## config.mk

```make
export PLATFORM = sky130hd
export DESIGN_NAME = rca_sqrt_cell
export DESIGN_NICKNAME = d
export VERILOG_FILES = /design/src/hw/rtl/assert_macros.svh /design/src/hw/rtl/rca_pkg.sv /design/src/hw/rtl/rca_sqrt_cell.sv
export SDC_FILE = /design/constraint.sdc
export NUM_CORES = 1
export LEC_CHECK = 0
export ABC_AREA = 1
export ABC_CLOCK_PERIOD_IN_PS = 3710
export BUFFER_PORTS_ARGS = -buffer_cell sky130_fd_sc_hd__buf_2
export CAP_MARGIN = 20
export CORE_MARGIN = 1
export CORE_UTILIZATION = 47
export CTS_CLUSTER_SIZE = 16
export DETAILED_ROUTE_END_ITERATION = 6
export GPL_ROUTABILITY_DRIVEN = 0
export PLACE_DENSITY = 0.89
export SYNTH_ARGS = -nofsm -noshare
export SYNTH_HDL_FRONTEND = slang
export SYNTH_SLANG_ARGS = --single-unit
```

## constraint.sdc

```tcl
create_clock -name clock -period 3.71 [get_ports clock]
set_input_delay 0.742 -clock clock [delete_from_list [all_inputs] [get_ports clock]]
set_output_delay 0.742 -clock clock [all_outputs]
set_load 0.05 [all_outputs]
```

## src/hw/rtl/assert_macros.svh

```systemverilog
// assertion macros for the rounded-corner mask rtl
`ifndef ASSERT_MACROS_SVH
`define ASSERT_MACROS_SVH

`ifndef SYNTH

// same-cycle implication
`define ASSERT_IMPLIES(lbl, clk, rst, pre, post, msg) \
   lbl: assert property (@(posedge clk) disable iff (rst) (pre) |-> (post)) else $error(msg);

// next-cycle implication
`define ASSERT_NEXT(lbl, clk, rst, pre, post, msg) \
   lbl: assert property (@(posedge clk) disable iff (rst) (pre) |=> (post)) else $error(msg);

`else

`define ASSERT_IMPLIES(lbl, clk, rst, pre, post, msg)

`define ASSERT_NEXT(lbl, clk, rst, pre, post, msg)

`endif

`endif

```

## src/hw/rtl/rca_pkg.sv

```systemverilog
// types, widths and constants of the rounded-corner alpha mask
package rca_pkg;

   localparam int MAX_SIZE_DEF = 1024;

   localparam int IMG_W   = 11;
   localparam int RAD_W   = 18;
   localparam int COORD_W = 10;
   localparam int CH_W    = 8;
   localparam int FRAC    = 8;

   // per-axis excess is below x_q8 + r, so under 2^19
   localparam int EXC_W      = 19;
   localparam int SQ_W       = 2 * EXC_W + 2;
   localparam int SQRT_STEPS = SQ_W / 2;
   localparam int ROOT_W     = SQRT_STEPS;

   localparam int RAMP_Q8     = 384;
   localparam int RAMP_W      = 9;
   // floor(v * 256 / 384) == (v * 1366) >> 11 for v below 384
   localparam int ALPHA_RECIP = 1366;
   localparam int RECIP_W     = 11;
   localparam int ALPHA_SHIFT = 11;

   localparam logic [IMG_W-1:0] SIZE_RESET   = IMG_W'(256);
   localparam logic [RAD_W-1:0] RADIUS_RESET = RAD_W'(13107);

   localparam int REQ_DATA_W = 56;
   localparam int RSP_DATA_W = 32;

   typedef enum logic [1:0] {
      CLS_COPY = 2'd0,
      CLS_RAMP = 2'd1,
      CLS_ZERO = 2'd2
   } class_type;

   typedef enum logic [0:0] {
      CSR_IMAGE_SIZE    = 1'b0,
      CSR_CORNER_RADIUS = 1'b1
   } csr_index_type;

   typedef struct packed {
      logic [CH_W-1:0] red;
      logic [CH_W-1:0] green;
      logic [CH_W-1:0] blue;
      logic [CH_W-1:0] alpha;
   } pix_type;

   typedef struct packed {
      logic [SQ_W-1:0] rem;
      logic [SQ_W-1:0] res;
      pix_type         pix;
   } root_link_type;

endpackage

```

## src/hw/rtl/rca_sqrt_cell.sv

```systemverilog
// one digit cell of the pipelined square root chain
module rca_sqrt_cell #(
   parameter int STEP = 0
) (
   input  logic                    clock,
   input  logic                    reset,
   input  logic                    in_valid,
   output logic                    in_adv,
   input  rca_pkg::root_link_type  in_link,
   output logic                    out_valid,
   input  logic                    out_adv,
   output rca_pkg::root_link_type  out_link
);
   import rca_pkg::*;

   localparam logic [SQ_W-1:0] DIGIT = SQ_W'(1) << (2 * (SQRT_STEPS - 1 - STEP));

   logic            valid_ff;
   logic [SQ_W-1:0] trial;
   root_link_type   link_ff, link_in;

   always_comb begin
      trial       = in_link.res + DIGIT;
      link_in.pix = in_link.pix;
      if (in_link.rem >= trial) begin
         link_in.rem = in_link.rem - trial;
         link_in.res = (in_link.res >> 1) + DIGIT;
      end else begin
         link_in.rem = in_link.rem;
         link_in.res = in_link.res >> 1;
      end
   end

   assign in_adv = !valid_ff || out_adv;

   always_ff @(posedge clock) begin
      if (reset) begin
         valid_ff <= 1'b0;
      end else if (in_adv) begin
         valid_ff <= in_valid;
      end
   end

   always_ff @(posedge clock) begin
      if (in_adv) begin
         link_ff <= link_in;
      end
   end

   assign out_valid = valid_ff;
   assign out_link  = link_ff;

endmodule

```

== Yosys cells after proc, flatten, opt, wreduce, memory -nomap -nowiden ==
Cells that the tools add are included.

* Register bits after elaboration: 113
* Input port bits: 116
* Output and inout port bits: 114
* Word-level logic and storage cells: 15

* Add/sub/neg operators: 3
* Magnitude comparators: 1
* Muxes and demuxes: 1
* Reductions and logical operators: 2

{| class="wikitable"
|+ Operators with widths
! cell !! number
|-
| two-way mux 80 bit || 1
|-
| adder 39 x 39 -> 40 bit, second input constant || 1
|-
| adder 40 x 39 -> 40 bit, second input constant || 1
|-
| greater-or-equal comparator 40 bit || 1
|-
| subtractor 40 bit || 1
|-
| zero test 1 bit || 1
|-
| logical OR 1 bit || 1
|}

== Logic depth before layout (Yosys ltp) ==
* Depth in word-level cells: 3
* Gate-level depth with buffers: 16
* Gate-level depth less buffers: 16

== Least setup slack after synthesis ==
No wires, ideal clock.

* Kind: input to output
* From: in out_adv
* To: out in_adv
* Arrival: 3.458 ns
* Required time: 2.968 ns
* Path slack: -0.490 ns
* Cell stages on the path: 2
* Buffers on the path: 0
* Cells stage by stage: inv_1 nand2_1

* Longest elaborated chain between the ends: 1

{| class="wikitable"
|+ Ends and longest elaborated chain
! item !! line !! RTL
|-
| start: declaration || rca_sqrt_cell.sv:11 || <nowiki>input logic out_adv,</nowiki>
|-
| logical OR 1 bit || rca_sqrt_cell.sv:34 || <nowiki>assign in_adv = !valid_ff || out_adv;</nowiki>
|-
| end: declaration || rca_sqrt_cell.sv:8 || <nowiki>output logic in_adv,</nowiki>
|}

No other way between the ends.

==> qor.csv <==
stage,metric,value,unit
yosys,yosysTopAreaCellShare,45.3,%
clock_network,holdBufCountCts,0,
critical_path,cp_max_fo,15,
die,rows,45,
critical_path,cp_common_cell,nand2_1,
power,peakVddDrop,299,uV
hold_path,hold_depth,2,
outcome,run_status,"complete, but fails checks",
timing,fmax,346,MHz
yosys,netlist_area,7420,um2
timing,min_period,2.89,ns
cells_and_area,antenna_cells,0,
yosys,seq_area_frac_synth,45.6,%
yosys,yosys.cell_types.count,36,
placed_design,hpwl,15400,um
power,power.density,509,nW/um2
route,dr.pass1.iters,7,
clock_network,cts_max_level,4,
yosys,avgSynthCellArea,7.80,um2
critical_path,r2r_start,out_valid,
flow_run,max-cap-violations,0,
global_routing,antenna_found_initial,0,
die,start_util,48.4,%
clock_network,worstSkewPairLatency,0.42,ns
clock_network,cts.clk_slew.worst_paths,0.06,ns
route,route.detailed.wl_per_inst,13.7,um
global_routing,grt_use_total,24.1,%
timing,slew_viol_final,0,
critical_path,endpoint_kind,register,
critical_path,r2r_setup_slack,2.37,ns
clock_network,postCtsSetupRepairBufs,0,
critical_path,reg2regPathDepth,2,
critical_path,slowest_delay,0.48,ns
cells_and_area,n_fill_cell,1328,
critical_path,slowest_stage,nand4_2,
yosys,synth-seq-cells,113,
route,drt-total-wl,19400,um
route,drt_iter0_drc,548,
placed_design,place_area,8820,um2
critical_path,timing.rr.end,out_link[108],
hold_path,hp-start,reset,
route,drcViolationCount,2,
die,die_h,128,um
timing,maxSlewHeadroom,61.6,%
cells_and_area,multiInputGateArea,3180,um2
power,p_leak,5.14,nW
cells_and_area,final_area,9450,um2
critical_path,path_class,input port to register,
global_routing,grt_pass1_vias,6751,
timing,setup-tns-final,0,ns
timing,tightest_slew,0.576,ns
global_routing,grt_max_degree,113,
hold_path,worstHoldEndpoint,out_valid,
cells_and_area,seqCellArea,3380,um2
yosys,synth_fp_nets,1108,
route,drtAntennaViolNets,0,
clock_network,numCtsBuffers,17,
clock_network,cts_root_buffer,clkbuf_16,
hold_path,min_path_type,input port to register,
critical_path,crit_family,simple AND/OR/NAND/NOR gates,
critical_path,worstSetupStartpointType,input port,
timing,grt_setup_unrepaired,no,
critical_path,crit_path_cell_trace,"buf_2, xnor2_1, ha_1, nand2_1, nor2_2, nand2_1, inv_1, nand3_2, nand4_2, buf_4, nand2_1, o21ai_0",
yosys,syn_inst,951,
clock_network,cts-resized-gates,0,
critical_path,cp.required,3.86,ns
die,die_w,128,um
clock_network,cts.sinks,113,
cells_and_area,synthToLayoutAreaGrowth,27.4,%
timing,final.setup_skew,0.00671,ns
outcome,violations,design-rule violations,
die,design.portCount,230,
cells_and_area,final_nets,1350,
global_routing,grt_pass1_wl,30600,um
die,die_area,16300,um2
timing,setup_viol,0,
timing,finalHoldViolCount,0,
yosys,synth_area_leader_cell,edfxtp_1,
placed_design,io_buffers,229,
critical_path,crit_buf_inv,3,
critical_path,cp.arrival,3.04,ns
global_routing,grt_overflow,0,
cells_and_area,drive_above_1_share,25.0,%
route,routed_via_density,4.97,
timing,final.period_utilization,77.9,%
yosys,ys_warn_count,0,
route,num_vias,7031,
die,core-area,15300,um2
clock_network,clk_path_buf_depth,2,
power,power.total,0.00482,W
clock_network,cts_tree,yes,
yosys,synth_area_leaders,"edfxtp_1 (45%), nand2_1 (17%), inv_1 (11%)",
layer usage:
layer	track usage, %	wire, um
met1	27.7	7710
met2	40.7	8970
met3	6.49	1830
met4	14.0	938
met5	0	0
power breakdown:
group / switching, W / internal [W] / total (W)
logic: 0.00108 / 0.000370 / 0.00145
registers: 0.0000391 / 0.00159 / 0.00163
clock network: 0.000603 / 0.00113 / 0.00173
total: 0.00173 / 0.00309 / 0.00482
synth_stat cells:
library cell  instances
clkinv_1              1
ha_1                 40
nor2_1               66
nand2_2               6
nor2_2                5
nand3_2              11
or2_2                 1
nor4_1                1
nand4_2               1
nand4_1              17
o21ai_0              31
nand4_4               1
dfxtp_1               1
nand3_1              31
a21oi_2               2
a31oi_1               1
inv_2                 4
xnor2_1               2
nor2_4                4
o21ai_1               1
buf_2                 6
a21oi_1              27
buf_1                 2
and2_1                3
nor3_1                4
edfxtp_1            112
xor2_1               21
o21bai_1              3
buf_6                 1
fa_1                  1
buf_12                1
nand2_1             328
nor3_2                1
nand3b_1              4
a21o_1                2
inv_1               208
cell type report:
type | instances | area share, %
Inverter | 213 | 8.46
Timing Repair Buffer | 233 | 12.7
Tap cell | 211 | 2.79
Clock buffer | 17 | 4.50
Clock inverter | 14 | 2.17
Multi-Input combinational cell | 615 | 33.6
Sequential cell | 113 | 35.8
cells in the final DEF (no fill, tap or decap), types with 2 or more instances in the layout:
cell / Yosys / final
nand2_1: 328 / 327
buf_2: 6 / 229
inv_1: 208 / 208
edfxtp_1: 112 / 112
nor2_1: 66 / 66
ha_1: 40 / 40
nand3_1: 31 / 31
o21ai_0: 31 / 31
a21oi_1: 27 / 27
xor2_1: 21 / 21
nand4_1: 17 / 17
clkbuf_16: 0 / 17
nand3_2: 11 / 11
nand2_2: 6 / 6
nor2_2: 5 / 5
inv_2: 4 / 4
nor2_4: 4 / 4
nor3_1: 4 / 4
nand3b_1: 4 / 4
clkinv_4: 0 / 4
bufinv_16: 0 / 4
inv_6: 0 / 4
o21bai_1: 3 / 3
and2_1: 3 / 3
xnor2_1: 2 / 2
a21oi_2: 2 / 2
a21o_1: 2 / 2
clkinvlp_4: 0 / 2
buf_4: 0 / 2
buf_12: 1 / 2
how the worst max path moves through the flow:
stage           startpoint            end  slack (ns)  depth (start not counted)
2_1_floorplan      out_adv         in_adv        0.68                          2
6_report       in_link[71]  out_link[101]        0.82                         12
3_3_place_gp   in_link[47]   out_link[86]        0.54                         11
3_5_place_dp   in_link[71]   out_link[91]        0.41                         12
4_1_cts        in_link[71]   out_link[91]        0.84                         12
5_1_grt        in_link[71]   out_link[91]        0.66                         12
state kept, by name, summed over array words and instances (netlist names):
register	cells
out_valid	1
out_link	112
kinds of logic after synthesis:
family	Yosys count	share of synthesized area, %
xor gates and xnor gates	23	2.72
and+or+nand+nor	484	28.2
DFF	113	45.6
adders and majority gates	41	7.02
AOI/OAI and AO/OA	67	4.81
buffers and inverters	223	11.7
metrics by stage:
step	cells	util [%]	hold WS (ns)	setup WS, ns
2_1_floorplan	951	-	0.811	0.675
5_1_grt	1416	61.7	0.488	0.661
3_5_place_dp	1385	57.6	0.578	0.405
6_report	1416	61.7	0.473	0.820
3_3_place_gp	1385	57.6	0.578	0.542
4_1_cts	1416	61.7	0.462	0.844
Note: power is estimated with default switching activity, not from simulation.
