--- src/hw/rtl/assert_macros.svh ---
// assertion macros for the rounded-corner mask rtl
`ifndef ASSERT_MACROS_SVH
`define ASSERT_MACROS_SVH

`ifndef SYNTH

// same-cycle implication
`define ASSERT_IMPLIES(lbl, clk, rst, pre, post, msg) \
   lbl: assert property (@(posedge clk) disable iff (rst) (pre) |-> (post)) else $error(msg);

// next-cycle implication
`define ASSERT_NEXT(lbl, clk, rst, pre, post, msg) \
   lbl: assert property (@(posedge clk) disable iff (rst) (pre) |=> (post)) else $error(msg);

`else

`define ASSERT_IMPLIES(lbl, clk, rst, pre, post, msg)

`define ASSERT_NEXT(lbl, clk, rst, pre, post, msg)

`endif

`endif

--- src/hw/rtl/rca_pkg.sv ---
// types, widths and constants of the rounded-corner alpha mask
package rca_pkg;

   localparam int MAX_SIZE_DEF = 1024;

   localparam int IMG_W   = 11;
   localparam int RAD_W   = 18;
   localparam int COORD_W = 10;
   localparam int CH_W    = 8;
   localparam int FRAC    = 8;

   // per-axis excess is below x_q8 + r, so under 2^19
   localparam int EXC_W      = 19;
   localparam int SQ_W       = 2 * EXC_W + 2;
   localparam int SQRT_STEPS = SQ_W / 2;
   localparam int ROOT_W     = SQRT_STEPS;

   localparam int RAMP_Q8     = 384;
   localparam int RAMP_W      = 9;
   // floor(v * 256 / 384) == (v * 1366) >> 11 for v below 384
   localparam int ALPHA_RECIP = 1366;
   localparam int RECIP_W     = 11;
   localparam int ALPHA_SHIFT = 11;

   localparam logic [IMG_W-1:0] SIZE_RESET   = IMG_W'(256);
   localparam logic [RAD_W-1:0] RADIUS_RESET = RAD_W'(13107);

   localparam int REQ_DATA_W = 56;
   localparam int RSP_DATA_W = 32;

   typedef enum logic [1:0] {
      CLS_COPY = 2'd0,
      CLS_RAMP = 2'd1,
      CLS_ZERO = 2'd2
   } class_type;

   typedef enum logic [0:0] {
      CSR_IMAGE_SIZE    = 1'b0,
      CSR_CORNER_RADIUS = 1'b1
   } csr_index_type;

   typedef struct packed {
      logic [CH_W-1:0] red;
      logic [CH_W-1:0] green;
      logic [CH_W-1:0] blue;
      logic [CH_W-1:0] alpha;
   } pix_type;

   typedef struct packed {
      logic [SQ_W-1:0] rem;
      logic [SQ_W-1:0] res;
      pix_type         pix;
   } root_link_type;

endpackage

--- src/hw/rtl/rca_prep.sv ---
// front stages: corner excess per axis, squares and their sum
module rca_prep #(
   parameter int MAX_SIZE = rca_pkg::MAX_SIZE_DEF
) (
   input  logic                         clock,
   input  logic                         reset,
   input  logic [rca_pkg::IMG_W-1:0]    image_size,
   input  logic [rca_pkg::RAD_W-1:0]    radius,
   input  logic                         in_valid,
   output logic                         in_adv,
   input  logic [rca_pkg::COORD_W-1:0]  pix_x,
   input  logic [rca_pkg::COORD_W-1:0]  pix_y,
   input  rca_pkg::pix_type             pix_in,
   output logic                         out_valid,
   input  logic                         out_adv,
   output rca_pkg::root_link_type       out_link
);
   import rca_pkg::*;

   localparam int SIZE_W_RAW = $clog2(MAX_SIZE + 1);
   localparam int SIZE_W     = (SIZE_W_RAW < IMG_W) ? SIZE_W_RAW : IMG_W;
   localparam int SQ8_W      = SIZE_W + FRAC;
   localparam int CMP_W      = (SQ8_W > EXC_W) ? SQ8_W : EXC_W;
   localparam int POS_W      = COORD_W + FRAC;

   function automatic logic [EXC_W-1:0] excess(input logic [POS_W-1:0] pos,
                                               input logic [SQ8_W-1:0] sq8,
                                               input logic [RAD_W-1:0] r);
      logic [CMP_W:0] pr;
      logic [CMP_W:0] sz;
      pr = (CMP_W+1)'(pos) + (CMP_W+1)'(r);
      sz = (CMP_W+1)'(sq8);
      if (pos < r) begin
         excess = EXC_W'(r - pos);
      end else if (pr > sz) begin
         excess = EXC_W'(pr - sz);
      end else begin
         excess = '0;
      end
   endfunction

   logic [SIZE_W-1:0]   size_c;
   logic [SQ8_W-1:0]    size_q8;

   logic                s1_valid_ff, s2_valid_ff, s3_valid_ff;
   logic                s1_adv, s2_adv, s3_adv;
   logic [EXC_W-1:0]    dx_ff, dy_ff, dx_in, dy_in;
   pix_type             pix1_ff, pix2_ff;
   logic [2*EXC_W-1:0]  sqx_ff, sqy_ff;
   root_link_type       link_ff, link_in;

   always_comb begin
      if (int'(image_size) > MAX_SIZE) begin
         size_c = SIZE_W'(MAX_SIZE);
      end else begin
         size_c = SIZE_W'(image_size);
      end
      size_q8 = {size_c, FRAC'(0)};
      dx_in   = excess({pix_x, FRAC'(0)}, size_q8, radius);
      dy_in   = excess({pix_y, FRAC'(0)}, size_q8, radius);
      link_in.rem = SQ_W'(sqx_ff) + SQ_W'(sqy_ff);
      link_in.res = '0;
      link_in.pix = pix2_ff;
   end

   assign s3_adv = !s3_valid_ff || out_adv;
   assign s2_adv = !s2_valid_ff || s3_adv;
   assign s1_adv = !s1_valid_ff || s2_adv;
   assign in_adv = s1_adv;

   always_ff @(posedge clock) begin
      if (reset) begin
         s1_valid_ff <= 1'b0;
         s2_valid_ff <= 1'b0;
         s3_valid_ff <= 1'b0;
      end else begin
         if (s1_adv) s1_valid_ff <= in_valid;
         if (s2_adv) s2_valid_ff <= s1_valid_ff;
         if (s3_adv) s3_valid_ff <= s2_valid_ff;
      end
   end

   always_ff @(posedge clock) begin
      if (s1_adv) begin
         dx_ff   <= dx_in;
         dy_ff   <= dy_in;
         pix1_ff <= pix_in;
      end
      if (s2_adv) begin
         sqx_ff  <= dx_ff * dx_ff;
         sqy_ff  <= dy_ff * dy_ff;
         pix2_ff <= pix1_ff;
      end
      if (s3_adv) begin
         link_ff <= link_in;
      end
   end

   assign out_valid = s3_valid_ff;
   assign out_link  = link_ff;

endmodule

--- config.mk ---
export PLATFORM = sky130hd
export DESIGN_NAME = rca_prep
export DESIGN_NICKNAME = d
export VERILOG_FILES = /design/src/hw/rtl/assert_macros.svh /design/src/hw/rtl/rca_pkg.sv /design/src/hw/rtl/rca_prep.sv
export SDC_FILE = /design/constraint.sdc
export NUM_CORES = 2
export LEC_CHECK = 0
export BUFFER_PORTS_ARGS = -buffer_cell sky130_fd_sc_hd__buf_4
export CORE_UTILIZATION = 58
export DETAILED_ROUTE_END_ITERATION = 8
export GPL_ROUTABILITY_DRIVEN = 0
export GPL_TIMING_DRIVEN = 0
export HOLD_SLACK_MARGIN = 0.12
export PLACE_DENSITY = 0.8
export RECOVER_POWER = 100
export SYNTH_ARGS = -nofsm -noshare
export SYNTH_HDL_FRONTEND = slang
export SYNTH_SLANG_ARGS = --single-unit
--- constraint.sdc ---
create_clock -name clock -period 6.36 [get_ports clock]
set_input_delay 0.954 -clock clock [delete_from_list [all_inputs] [get_ports clock]]
set_output_delay 0.954 -clock clock [all_outputs]
set_load 0.01 [all_outputs]
# --- Word-level counts from Yosys, hierarchy flattened ---
# Cells that the tools add are included.
totals:
  register_bits: 253
  latchBits: 0
  mem_bits_rw: 0
  rom_bits: 0
  inputBits: 85
  out_inout_bits: 114
  wordCells: 45
  n_memories: 0
classes:
  add_sub_neg: 7
  multipliers: 2
  div: 0
  order_cmp: 5
  eq_ne: 0
  shifts: 0
  mux: 5
  n_bitwise: 0
  reduce_logical: 6
ops:
  columns: ["op", "n"]
  rows:
  - ["multiplier 19 x 19 -> 38 bit", 2]
  - ["two-way mux 19 bit", 4]
  - ["adder 38 x 38 -> 39 bit", 1]
  - ["adder 18 x 18 -> 19 bit", 2]
  - ["> comparator 19 bit", 2]
  - ["subtractor 18 x 18 -> 19 bit", 2]
  - ["subtractor 19 bit", 2]
  - ["less-than comparator 18 bit", 2]
  - ["> comparator 11 bit, second input constant", 1]
  - ["two-way mux 11 bit", 1]
  - ["zero test 1 bit", 3]
  - ["logical OR 1 bit", 3]

# --- Depth between registers and ports, before layout ---
logic_depth:
  depth_word: 5
  depth_mapped: 27
  depth_no_buf: 25

# --- Worst setup path before layout ---
# No wires, ideal clock.
synth_path:
  path_kind: "reg2reg"
  startpoint: "register dx_ff[7]"
  endpoint: "register sqx_ff[37], data pin"
  setup_ns: 0.260
  t_arrival_ns: 6.217
  required_ns: 6.100
  path_slack_ns: -0.117
  stages_incl_launch_ff: 26
  n_path_buf: 2
  period_less_slack_ns: 6.477
  path_cell_list: "edfxtp_1 clkbuf_1 clkbuf_1 nand2_1 fa_1 inv_1 fa_1 inv_1 fa_1 inv_1 fa_1 fa_1 inv_1 fa_1 inv_1 ha_1 a21o_1 a21o_1 a221oi_1 o21ai_1 o21a_1 a21oi_2 o21ai_1 a221o_1 a21oi_1 xnor2_1"
synth_via:
  elab_chain_len: 1
synth_rtl:
  columns: ["item", "line_no", "source"]
  rows:
  - ["start, declared", "rca_prep.sv:47", "logic [EXC_W-1:0] dx_ff, dy_ff, dx_in, dy_in;"]
  - ["start signal, assigned", "rca_prep.sv:85", "dx_ff <= dx_in;"]
  - ["multiplier 19 x 19 -> 38 bit", "rca_prep.sv:90", "sqx_ff <= dx_ff * dx_ff;"]
  - ["end signal, assigned", "rca_prep.sv:90", null]
  - ["end, declared", "rca_prep.sv:49", "logic [2*EXC_W-1:0] sqx_ff, sqy_ff;"]
# No other way between the ends.
# A chain may end at the register's enable or synchronous reset.

# --- Worst setup path in the final report ---
layout_path:
  startpoint: "register dx_ff[4]"
  endpoint: "register sqx_ff[37], data pin"
# The elaborated chain is that of the path after synthesis.

==> metrics.md <==
| Metric | Value |
|---|---|
| Area Growth Syn to Fin | 16.3% |
| Vias per Instance | 5.44 |
| DRC Markers | 0 |
| Post-synth EDFFs | 247 |
| Area leader, netlist | fa_1 |
| Slew Limit Fails | between 150 and 200 |
| Top cell type's share of synthesized area | 0.310 |
| Die Width | roughly 240 um |
| Critical path peak fanout | 8 |
| Syn Area/Cell | 10.2 sq um |
| Die Height | about 240 um |
| Setup Skew | 11.8 ps |
| Initial antenna violation count | 6 |
| Drt wl/cell | 18.8 um |
| Design Area, Final | roughly 38000 sq um |
| Status | finished, violations left |
| Sequential cell area | ~7500 sq um |
| Top cells by area, synth | fa_1 31%, edfxtp_1 23%, ha_1 13% |
| Final Setup Violations | 17 |
| Failing checks | max-capacitance violations, max-slew violations, negative setup slack |
| Port bufs | 157 |
| Placed cell areas | around 35000 sq um |
| Asr flop ratio synth | 0 |
| Final #Nets | around 4.5k |
| Fillcell total | between 3k and 4k |
| Initial core utilization | 0.588 |
| Global-route wire length before repair | roughly 120000 um |
| Clk Tree Root Cell | clkbuf_16 |
| Number of global-route vias before repair | 24.5k |
| CP arrival | 6950 ps |
| Most common flop cell mapped by yosys | edfxtp_1 |
| Num CTS Buffers | 26 |
| Crit Path Class | register to register |
| Slowest CP cell | fa_1 |
| Ports | between 150 and 200 |
| Relative slew margins | -1.17 |
| Minimum clock period | approximately 6700 ps |
| RSZ-0062 raised after global routing | yes |
| Clock buffer depth | 3 |
| Share of layout cells above drive strength 1 | 0.161 |
| Nature of the critical path endpoint | register |
| Max-cap violations | 3 |
| Post-route core utilization | 0.684 |
| Area of the multi-input gates | approximately 22000 sq um |
| HP Class | register to register |
| Distinct cells, synth | 72 |
| Clock-pin slew on the worst setup and hold paths | 60 ps |
| Yosys warns | 0 |
| Worst-margin pin slew | roughly 3200 ps |
| Final count of hold timing violations | 0 |
| Required @ worst endpoint | 6650 ps |
| Worst path max stage delay | approximately 600 ps |
| Rows | 86 |
| GR Util All Layers | 0.282 |
| FF+latch count, synth | 250 |
| Largest net degree at the start of global routing | 75 |
| Worst skew pair latency | 550 ps |
| Routed Antenna Nets | 0 |
| CP Launch Type | register |
| Synth Cell Area | approximately 32000 sq um |
| Die area | around 57000 sq um |
| CORE AREA | between 50000 and 60000 sq um |
| Overflow after GRT | 0 |
| Hpwl dp | approximately 60000 um |
| FMAX | approximately 150 MHz |
| CTS tree | built |
| DR pass1 iterations | 8 |
| Post-synth top cells | 774 x inv_1, 502 x fa_1, 345 x ha_1 |
| Clock sink total | 250 |
| Gate Count Post-Synth | roughly 3.2k |
| Most common cell in the netlist | inv_1 |
| Via count | 23.6k |
| CTS H-tree lvls | 1 |
| Final worst-path setup slack | -302 ps |
| Top cell by count, worst path | fa_1 |
| DRT iter0 DRCs | 1786 |
| Register area share after synthesis | 0.231 |
| Final wirelength | ~80000 um |
| Final period util | 1.05 |
[per-stage QoR]
stage / setup WS (ps) / cells / TNS (ps) / hold WS, ps
final: -302 / 4338 / -1860 / 412
after global routing: -404 / 4334 / -4760 / 423
after CTS: -125 / 4275 / -343 / 418
after detailed placement: -1300 / 4131 / -29470 / 405
after global placement: -1290 / 4129 / -28370 / 400
after floorplan: 2.29 / 3224 / 0 / 400
[area by class of cell]
type	instances	share of cell area
multi-input cells	2080	0.593
flip-flops and latches	250	0.198
inverters	775	0.0776
repair buffers	327	0.0605
well taps	748	0.0248
plain buffers	106	0.0242
clock buffers	30	0.0177
clock inverters	18	0.00385
diodes	4	0.000266
[registers in the layout, indices dropped and copies added, names as in the netlist]
name         flops
dx_ff           19
dy_ff           19
link_in         32
out_link        71
out_valid        1
pix1_ff         32
s1_valid_ff      1
s2_valid_ff      1
sqx_ff          37
sqy_ff          37
[layout by cell type, fill, tap and decap left out, drive strengths merged, types with 18 or more instances in the layout]
cell type and instances:
a21o 63, a21oi 113, and2 139, buf 277
clkbuf 186, conb 41, edfxtp 247, fa 502
ha 345, inv 773, nand2 267, nand2b 25
nand3 26, nand4 18, nor2 102, nor2b 33
o21ai 64, o21bai 30, xnor2 97, xor2 54
[path summary, 6_finish.rpt]
kind / start / end / slack (ps) / cells after the start
hold / removal: link_in[31]$_DFFE_PP_ / out_link[31]$_DFFE_PP_ / 410 / 0
hold reg to reg: link_in[31]$_DFFE_PP_ / out_link[31]$_DFFE_PP_ / 410 / 0
setup reg to reg: dx_ff[4]$_DFFE_PP_ / sqx_ff[37]$_DFFE_PP_ / -300 / 25
setup / recovery: dx_ff[4]$_DFFE_PP_ / sqx_ff[37]$_DFFE_PP_ / -300 / 25
[repair_timing]
item / in CTS / in global routing
gates resized for setup: 219 / 181
pin swaps: 65 / 129
cloned: 0 / 3
setup buffers: 106 / 60
setup endpoints to repair: 44 / 25
hold buffers: 0 / 0
[worst max-delay path, delay by kind of cell, from the launching register on]
family	cells	cell delay, ps
adders and majority gates	7	3250
AOI/OAI and AO/OA	9	1720
buffers and inverters	7	740
DFF	1	480
and+or+nand+nor	1	100
xor gates and xnor gates	1	90
[cells by family (layout without fill, tap and decap cells)]
family / Yosys count / in the layout / share of synthesized area
compound gates: 369 / 369 / 0.0750
xor+xnor: 151 / 151 / 0.0408
fa+ha+maj: 847 / 847 / 0.443
buf+inv: 894 / 1256 / 0.109
flops: 250 / 250 / 0.231
mux: 7 / 7 / 0.00236
other cells: 1 / 45 / 0.000116
simple gates: 665 / 665 / 0.0989
[metal layers]
layer	wire (um)	share of wire	vias up	GRT usage
li1	-	-	10700	-
met1	30400	0.37	11600	0.351
met2	39500	0.48	1087	0.484
met3	7780	0.095	279	0.0592
met4	3800	0.047	4	0.103
met5	27	0.00033	-	0
Power is not shown: default switching activity piles up to over one toggle a cycle in this logic, so the estimate is an artifact.
